$ cat src/rtl/esc_pkg.sv
// Shared types, codes and character helpers for the JSON string escaper.
// Used by esc_front, esc_queue, esc_back and json_string_escaper_unit.
package esc_pkg;

   localparam int QUEUE_DEPTH = 4;

   localparam logic [2:0] KIND_NONE = 3'd0;
   localparam logic [2:0] KIND_LIT  = 3'd1;
   localparam logic [2:0] KIND_ESC2 = 3'd2;
   localparam logic [2:0] KIND_U00  = 3'd3;
   localparam logic [2:0] KIND_BAD  = 3'd4;
   localparam logic [2:0] KIND_SEQ  = 3'd5;

   typedef struct packed {
      logic [1:0]      nbad;
      logic [2:0]      kind;
      logic [7:0]      data;
      logic [1:0]      seq_len;
      logic [2:0][7:0] seq;
   } cmd_type;

   function automatic logic [7:0] bad_char(input logic [2:0] pos);
      logic [7:0] ch;
      case (pos)
         3'd0:    ch = 8'h5C;
         3'd1:    ch = 8'h75;
         3'd2:    ch = 8'h66;
         3'd3:    ch = 8'h66;
         3'd4:    ch = 8'h66;
         default: ch = 8'h64;
      endcase
      return ch;
   endfunction

   function automatic logic [7:0] hex_char(input logic [3:0] v);
      logic [7:0] ch;
      if (v < 4'd10) ch = 8'h30 + {4'd0, v};
      else ch = 8'h61 + {4'd0, v} - 8'd10;
      return ch;
   endfunction

   function automatic logic [2:0] body_len(input logic [2:0] kind, input logic [1:0] seq_len);
      logic [2:0] len;
      case (kind)
         KIND_LIT:  len = 3'd1;
         KIND_ESC2: len = 3'd2;
         KIND_U00:  len = 3'd6;
         KIND_BAD:  len = 3'd6;
         KIND_SEQ:  len = {1'b0, seq_len} + 3'd1;
         default:   len = 3'd0;
      endcase
      return len;
   endfunction

endpackage

$ cat src/rtl/json_string_escaper_unit.sv
// Top level of the JSON string escaper with UTF-8 validation.
// Instantiates esc_front, esc_queue and esc_back; depends on esc_pkg.
//
// One source byte enters per transfer and the escaped string body leaves one
// byte per transfer, with rsp_run_last marking the final byte caused by each
// input byte. The back end emits one output byte per cycle while rsp_stall is
// low; an input byte that yields n output bytes (0 to 24) holds it until all n
// are sent, so unstalled plain text runs at one byte per cycle while escapes
// and replacement sequences slow the input to match. A queue of QUEUE_DEPTH
// commands lets the front keep taking bytes while the back works through
// longer expansions. There is no start-up pass after reset.
module json_string_escaper_unit #(
   parameter int QUEUE_DEPTH = esc_pkg::QUEUE_DEPTH
) (
   input  logic       clock,
   input  logic       reset,
   input  logic       req_valid,
   output logic       req_stall,
   input  logic [7:0] req_in_byte,
   output logic       rsp_valid,
   input  logic       rsp_stall,
   output logic [7:0] rsp_out_byte,
   output logic       rsp_run_last
);

   logic             accept;
   logic             push;
   logic             pop;
   logic             full;
   logic             head_valid;
   esc_pkg::cmd_type push_cmd;
   esc_pkg::cmd_type head_cmd;

   assign req_stall = full;
   assign accept    = req_valid && !full;

   esc_front u_front (
      .clock   (clock),
      .reset   (reset),
      .accept  (accept),
      .in_byte (req_in_byte),
      .push    (push),
      .cmd     (push_cmd)
   );

   esc_queue #(
      .DEPTH (QUEUE_DEPTH)
   ) u_queue (
      .clock      (clock),
      .reset      (reset),
      .push       (push),
      .push_cmd   (push_cmd),
      .pop        (pop),
      .full       (full),
      .head_valid (head_valid),
      .head_cmd   (head_cmd)
   );

   esc_back u_back (
      .clock        (clock),
      .reset        (reset),
      .head_valid   (head_valid),
      .head_cmd     (head_cmd),
      .pop          (pop),
      .rsp_valid    (rsp_valid),
      .rsp_stall    (rsp_stall),
      .rsp_out_byte (rsp_out_byte),
      .rsp_run_last (rsp_run_last)
   );

endmodule

$ cat src/rtl/esc_front.sv
// Front end: tracks pending UTF-8 sequences and classifies each input byte
// into at most one output command. Depends on esc_pkg.
module esc_front (
   input  logic                clock,
   input  logic                reset,
   input  logic                accept,
   input  logic [7:0]          in_byte,
   output logic                push,
   output esc_pkg::cmd_type    cmd
);

   logic [7:0] held_ff [3];
   logic [1:0] held_count_ff, held_count_in;
   logic [1:0] need_ff, need_in;

   logic       is_cont;
   logic [2:0] fresh_kind;
   logic [7:0] fresh_data;
   logic [1:0] fresh_need;
   logic       do_fresh;
   logic       store_cont;

   always_comb begin
      fresh_need = 2'd0;
      fresh_data = in_byte;
      case (in_byte)
         8'h22: begin fresh_kind = esc_pkg::KIND_ESC2; fresh_data = 8'h22; end
         8'h5C: begin fresh_kind = esc_pkg::KIND_ESC2; fresh_data = 8'h5C; end
         8'h0A: begin fresh_kind = esc_pkg::KIND_ESC2; fresh_data = 8'h6E; end
         8'h0D: begin fresh_kind = esc_pkg::KIND_ESC2; fresh_data = 8'h72; end
         8'h09: begin fresh_kind = esc_pkg::KIND_ESC2; fresh_data = 8'h74; end
         8'h08: begin fresh_kind = esc_pkg::KIND_ESC2; fresh_data = 8'h62; end
         8'h0C: begin fresh_kind = esc_pkg::KIND_ESC2; fresh_data = 8'h66; end
         default: begin
            if (in_byte < 8'h20) begin
               fresh_kind = esc_pkg::KIND_U00;
            end else if (in_byte < 8'h80) begin
               fresh_kind = esc_pkg::KIND_LIT;
            end else if ((in_byte & 8'hE0) == 8'hC0) begin
               fresh_kind = esc_pkg::KIND_NONE;
               fresh_need = 2'd1;
            end else if ((in_byte & 8'hF0) == 8'hE0) begin
               fresh_kind = esc_pkg::KIND_NONE;
               fresh_need = 2'd2;
            end else if ((in_byte & 8'hF8) == 8'hF0) begin
               fresh_kind = esc_pkg::KIND_NONE;
               fresh_need = 2'd3;
            end else begin
               fresh_kind = esc_pkg::KIND_BAD;
            end
         end
      endcase
   end

   assign is_cont = (in_byte[7:6] == 2'b10);

   always_comb begin
      cmd.nbad      = 2'd0;
      cmd.kind      = esc_pkg::KIND_NONE;
      cmd.data      = fresh_data;
      cmd.seq_len   = held_count_ff;
      cmd.seq[0]    = held_ff[0];
      cmd.seq[1]    = held_ff[1];
      cmd.seq[2]    = held_ff[2];
      held_count_in = held_count_ff;
      need_in       = need_ff;
      do_fresh      = 1'b0;
      store_cont    = 1'b0;
      if (held_count_ff != 2'd0) begin
         if (is_cont) begin
            if (held_count_ff >= need_ff) begin
               cmd.kind      = esc_pkg::KIND_SEQ;
               cmd.data      = in_byte;
               held_count_in = 2'd0;
               need_in       = 2'd0;
            end else begin
               store_cont    = 1'b1;
               held_count_in = held_count_ff + 2'd1;
            end
         end else begin
            cmd.nbad      = held_count_ff;
            held_count_in = 2'd0;
            need_in       = 2'd0;
            do_fresh      = (in_byte != 8'd0);
         end
      end else begin
         do_fresh = (in_byte != 8'd0);
      end
      if (do_fresh) begin
         cmd.kind = fresh_kind;
         if (fresh_need != 2'd0) begin
            held_count_in = 2'd1;
            need_in       = fresh_need;
         end
      end
   end

   assign push = accept && ((cmd.nbad != 2'd0) || (cmd.kind != esc_pkg::KIND_NONE));

   always_ff @(posedge clock) begin
      if (reset) begin
         held_count_ff <= 2'd0;
         need_ff       <= 2'd0;
      end else if (accept) begin
         held_count_ff <= held_count_in;
         need_ff       <= need_in;
      end
   end

   always_ff @(posedge clock) begin
      if (accept) begin
         if (do_fresh && (fresh_need != 2'd0)) begin
            held_ff[0] <= in_byte;
         end else if (store_cont) begin
            case (held_count_ff)
               2'd1:    held_ff[1] <= in_byte;
               default: held_ff[2] <= in_byte;
            endcase
         end
      end
   end

endmodule

$ cat src/rtl/esc_queue.sv
// Short command queue between front and back ends.
// Depends on esc_pkg.
module esc_queue #(
   parameter int DEPTH = esc_pkg::QUEUE_DEPTH
) (
   input  logic             clock,
   input  logic             reset,
   input  logic             push,
   input  esc_pkg::cmd_type push_cmd,
   input  logic             pop,
   output logic             full,
   output logic             head_valid,
   output esc_pkg::cmd_type head_cmd
);

   localparam int PW = $clog2(DEPTH);
   localparam int CW = $clog2(DEPTH + 1);
   localparam logic [PW-1:0] LAST = PW'(DEPTH - 1);

   esc_pkg::cmd_type mem_ff [DEPTH];
   logic [PW-1:0] wr_ff, rd_ff;
   logic [CW-1:0] count_ff;

   assign full       = (count_ff == CW'(DEPTH));
   assign head_valid = (count_ff != '0);
   assign head_cmd   = mem_ff[rd_ff];

   always_ff @(posedge clock) begin
      if (reset) begin
         wr_ff    <= '0;
         rd_ff    <= '0;
         count_ff <= '0;
      end else begin
         if (push) wr_ff <= (wr_ff == LAST) ? '0 : wr_ff + 1'b1;
         if (pop) rd_ff <= (rd_ff == LAST) ? '0 : rd_ff + 1'b1;
         if (push && !pop) count_ff <= count_ff + 1'b1;
         else if (pop && !push) count_ff <= count_ff - 1'b1;
      end
   end

   always_ff @(posedge clock) begin
      if (push) mem_ff[wr_ff] <= push_cmd;
   end

endmodule

$ cat src/rtl/esc_back.sv
// Back end: expands queued commands into output bytes, one per cycle while
// rsp_stall is low, into a registered output stage. Depends on esc_pkg.
module esc_back (
   input  logic             clock,
   input  logic             reset,
   input  logic             head_valid,
   input  esc_pkg::cmd_type head_cmd,
   output logic             pop,
   output logic             rsp_valid,
   input  logic             rsp_stall,
   output logic [7:0]       rsp_out_byte,
   output logic             rsp_run_last
);

   logic [1:0] bad_idx_ff;
   logic [2:0] pos_ff;
   logic       valid_ff;
   logic [7:0] byte_ff;
   logic       last_ff;

   logic       advance;
   logic       in_bad;
   logic [2:0] len;
   logic [7:0] cur_byte;
   logic       cmd_last;

   assign advance = head_valid && (!valid_ff || !rsp_stall);
   assign in_bad  = (bad_idx_ff != head_cmd.nbad);
   assign len     = esc_pkg::body_len(head_cmd.kind, head_cmd.seq_len);

   always_comb begin
      cur_byte = head_cmd.data;
      if (in_bad) begin
         cur_byte = esc_pkg::bad_char(pos_ff);
         cmd_last = (pos_ff == 3'd5) && (bad_idx_ff + 2'd1 == head_cmd.nbad) &&
                    (head_cmd.kind == esc_pkg::KIND_NONE);
      end else begin
         cmd_last = (pos_ff == len - 3'd1);
         case (head_cmd.kind)
            esc_pkg::KIND_ESC2: cur_byte = (pos_ff == 3'd0) ? 8'h5C : head_cmd.data;
            esc_pkg::KIND_U00: begin
               case (pos_ff)
                  3'd0:    cur_byte = 8'h5C;
                  3'd1:    cur_byte = 8'h75;
                  3'd2:    cur_byte = 8'h30;
                  3'd3:    cur_byte = 8'h30;
                  3'd4:    cur_byte = esc_pkg::hex_char(head_cmd.data[7:4]);
                  default: cur_byte = esc_pkg::hex_char(head_cmd.data[3:0]);
               endcase
            end
            esc_pkg::KIND_BAD: cur_byte = esc_pkg::bad_char(pos_ff);
            esc_pkg::KIND_SEQ: begin
               if (pos_ff < {1'b0, head_cmd.seq_len}) begin
                  case (pos_ff[1:0])
                     2'd0:    cur_byte = head_cmd.seq[0];
                     2'd1:    cur_byte = head_cmd.seq[1];
                     default: cur_byte = head_cmd.seq[2];
                  endcase
               end
            end
            default: cur_byte = head_cmd.data;
         endcase
      end
   end

   assign pop = advance && cmd_last;

   always_ff @(posedge clock) begin
      if (reset) begin
         bad_idx_ff <= 2'd0;
         pos_ff     <= 3'd0;
         valid_ff   <= 1'b0;
      end else begin
         if (advance) begin
            valid_ff <= 1'b1;
            if (cmd_last) begin
               bad_idx_ff <= 2'd0;
               pos_ff     <= 3'd0;
            end else if (in_bad && (pos_ff == 3'd5)) begin
               bad_idx_ff <= bad_idx_ff + 2'd1;
               pos_ff     <= 3'd0;
            end else begin
               pos_ff <= pos_ff + 3'd1;
            end
         end else if (!rsp_stall) begin
            valid_ff <= 1'b0;
         end
      end
   end

   always_ff @(posedge clock) begin
      if (advance) begin
         byte_ff <= cur_byte;
         last_ff <= cmd_last;
      end
   end

   assign rsp_valid    = valid_ff;
   assign rsp_out_byte = byte_ff;
   assign rsp_run_last = last_ff;

endmodule

$ cat config.mk
export PLATFORM = sky130hd
export DESIGN_NAME = json_string_escaper_unit
export DESIGN_NICKNAME = d
export VERILOG_FILES = /design/src/rtl/esc_pkg.sv /design/src/rtl/json_string_escaper_unit.sv /design/src/rtl/esc_front.sv /design/src/rtl/esc_queue.sv /design/src/rtl/esc_back.sv
export SDC_FILE = /design/constraint.sdc
export NUM_CORES = 1
export LEC_CHECK = 0
export BUFFER_PORTS_ARGS = -buffer_cell sky130_fd_sc_hd__buf_2
export CAP_MARGIN = 20
export CORE_MARGIN = 2
export CORE_UTILIZATION = 45
export DETAILED_ROUTE_END_ITERATION = 6
export GPL_TIMING_DRIVEN = 0
export SLEW_MARGIN = 25
export SYNTH_ARGS = -nofsm -noshare
export SYNTH_HDL_FRONTEND = slang
export SYNTH_SLANG_ARGS = --single-unit
export TNS_END_PERCENT = 10
$ cat constraint.sdc
create_clock -name clock -period 4.98 [get_ports clock]
set_clock_uncertainty 0.05 [all_clocks]
set_input_delay 0 -clock clock [delete_from_list [all_inputs] [get_ports clock]]
set_output_delay 0 -clock clock [all_outputs]
set_load 0.05 [all_outputs]
==> metrics.md <==
| Metric | Value |
|---|---|
| Asr flop ratio synth | 0% |
| Syn nets | 577 |
| Most common cell after layout, fill and taps aside | edfxtp_1 |
| Initial antenna violation count | 0 |
| Mean Syn Cell Area | 16.22 um^2 |
| CTS tree | done |
| Max-slew headroom | 27.04% |
| Top Ports | 23 |
| Mapped cell area | 8823 um^2 |
| H-tree lvl count | 1 |
| Port bufs | 22 |
| Maximum VDD drop | 0.4542 mV |
| CP Max Fanout | 19 |
| Top-area cell type share of the netlist area | between 60% and 70% |
| Design area | 10,190 um^2 |
| Final Max Tran Viols | 0 |
| Critical path required time | 5.36 ns |
| Largest net degree at the start of global routing | 40 |
| Worst Hold Class | input pin to flop |
| Synth area leaders | edfxtp_1 (64%), mux4_2 (8.7%), dfxtp_1 (4.3%) |
| CP cell instances | buf_2 > clkbuf_2 > mux4_2 > ha_1 > nand2b_1 > a21oi_1 > ha_1 > xnor2_1 > xnor2_1 > o41a_1 > nor2_1 > inv_1 > ha_1 > inv_1 > fa_1 > xor2_1 > or3_1 > a21oi_1 |
| Yosys cell types | 57 |
| CP Launch Type | flop |
| Core Box Area | ~19,000 um^2 |
| TritonCTS buffer count | 22 |
| Final period util | between 80 and 90% |
| YS warnings | 0 |
| DR vias | 5,028 |
| Clock latency on the worst-skew pair | approximately 0.52 ns |
| Die height | 144.0 um |
| Synthesized instance count | ~540 |
| Setup violations, final | 0 |
| Wire per inst | around 21 um |
| Final worst slack | ~0.53 ns |
| Slowest stage delay, CP | between 0.4 and 0.5 ns |
| Area grow syn2layout | 15.53% |
| Crit path kind | flop to flop |
| Worst slack, placed | -0.1039 ns |
| FILL cells | 1,559 |
| Status | completed |
| Area post-placement | 9288 um^2 |
| Initial Utilization | 45.64% |
| Final HPWL DP | between 10 and 15 mm |
| Placement Rows | 51 |
| Leak Pwr | around 3.4 nW |
| Clock-pin slew on the worst setup and hold paths | 0.06 ns |
| Most frequent cell on the critical path | ha_1 |
| Most frequent cells in the layout | edfxtp_1 (189), a21oi_1 (37), mux4_2 (34) |
| Worst-Margin Slew | 1.090 ns |
| Root Driver | clkbuf_16 |
| Fin crit period | 4.453 ns |
| Chip Width | 144.0 um |
| Gpl congestion | 0.8234 |
| First-pass detailed-route iteration total | 6 |
| Total of max-cap violations | 0 |
| Initial DRC count | 411 |
| RSZ-0062 raised after global routing | no |
| Post-synth EDFFs | 189 |
| Vias per std cell | 5.701 |
| Crit-path slowest cell | buf_2 |
| Total clock sinks | 208 |
| Routed WL | 18.47 mm |
| FMAX | 0.2245 GHz |
| Antenna diode count | 0 |
| Critical path capture point type | flop |
| Largest delay contributor family on the critical path | adder cells |
| Hold Vio Cnt, Final | 0 |
| Die area | 20,740 um^2 |
| CP Buf/Inv Count | 4 |
| Drt drc | 0 |
| WP data arrival | slightly below 5 ns |
| CTS Buffer Depth | 3 |
| Seq/Total Area, Yosys | between 60% and 70% |
| Global-route wire length before repair | 28.66 mm |
| Post-route ant nets | 0 |
| Core Util, Final | 52.72% |
| Final nets | 634 |
| GR Overflow Total | 0 |
| Share of cells above drive strength 1 | 17.83% |
| Number of global-route vias before repair | just over 5,000 |
| Pwr/cell area | 456.6 nW/um^2 |
| Synth Register Bits | around 210 |
| Post-synth top flop | edfxtp_1 |
| GRT Resource Usage Total | 18.47% |
| Area leader, netlist | edfxtp_1 |
sequential cells by signal, indices dropped and copies added (netlist names), named ones only:
name and cells:
u_back.bad_idx_ff 2, u_back.pos_ff 3, u_back.rsp_out_byte 8, u_back.rsp_run_last 1, u_back.rsp_valid 1, u_front.held_count_ff 2
u_front.held_ff 24, u_front.need_ff 2, u_queue.count_ff 3, u_queue.mem_ff 156, u_queue.rd_ff 2, u_queue.wr_ff 2
report_power, final:
| part | internal (mW) | switching (mW) | leakage (nW) |
|---|---|---|---|
| Clock | 1.09 | 0.665 | 0.384 |
| Combinational | 0.263 | 0.565 | 1.11 |
| Sequential | 2.03 | 0.0456 | 1.88 |
| Total | 3.38 | 1.28 | 3.38 |
cell families after synthesis:
| kind of cell | Yosys count | share of synthesized area, % |
|---|---|---|
| buffers and inverters | 41 | 1.971 |
| xor gates and xnor gates | 11 | 1.092 |
| adders and majority gates | 21 | 3.063 |
| muxes | 44 | 10.75 |
| AOI/OAI and AO/OA | 111 | 8.069 |
| DFF | 208 | 68.63 |
| and+or+nand+nor | 108 | 6.424 |
cell type report:
cell class / instances / area (um^2) / share of cell area, %
well taps: 265 / 331.6 / 3.253
flip-flops and latches: 208 / 6056 / 59.41
clock buffers: 24 / 568.0 / 5.573
repair buffers: 35 / 237.7 / 2.332
plain buffers: 18 / 90.09 / 0.8838
inverters: 21 / 78.83 / 0.7733
multi-input cells: 295 / 2609 / 25.59
clock inverters: 16 / 222.7 / 2.185
what timing repair did:
action	4_1_cts	5_1_grt
setup endpoints to repair	2	2
setup buffers	0	0
gates resized for setup	1	2
hold endpoints to repair	41	0
hold buffers	12	0
synth_stat cells (4+ instances only):
library cell	count
a2111oi_0	4
a211oi_1	5
a21oi_1	37
a22o_1	4
a22oi_1	4
a31oi_1	4
and2_1	8
buf_2	4
clkbuf_1	13
dfxtp_1	19
edfxtp_1	189
ha_1	20
inv_1	18
mux2i_1	4
mux4_1	5
mux4_2	34
nand2_1	24
nand2b_1	7
nand3_1	6
nor2_1	20
nor2b_1	10
nor3_1	16
nor3b_1	4
o21ai_0	19
o22ai_1	7
or3_1	4
xnor2_1	8
per-layer routing:
metal / vias to the layer above / global-route usage, % / wire length [um]
li1: 2289 / - / -
met1: 2548 / 26.02 / 8352
met2: 149 / 30.18 / 8806
met3: 42 / 2.616 / 831
met4: 0 / 5.676 / 474
met5: - / 0 / 0
path summary, 6_finish.rpt:
kind | start | to | slack (ns) | cells past startpoint
setup / recovery | flop | u_queue.count_ff[2] | 0.53 | 18
setup reg to reg | flop | u_queue.count_ff[2] | 0.53 | 18
hold / removal | req_in_byte[7] | u_front.held_ff[0][7] | 0.24 | 2
hold reg to reg | u_front.need_ff[0] | u_front.need_ff[0] | 0.44 | 2
per-stage QoR:
| step | TNS (ns) | hold WS [ns] | power [mW] | cells |
|---|---|---|---|---|
| after CTS | 0 | 0.2276 | 4.684 | 884 |
| after detailed placement | -0.1771 | 0.2191 | 2.931 | 832 |
| after global placement | -0.07468 | 0.2077 | 2.914 | 831 |
| final | 0 | 0.2365 | 4.654 | 882 |
| after global routing | 0 | 0.2478 | 4.831 | 882 |
| after floorplan | 0 | 0.04887 | 2.676 | 544 |
Note: power is estimated with default switching activity, not from simulation.
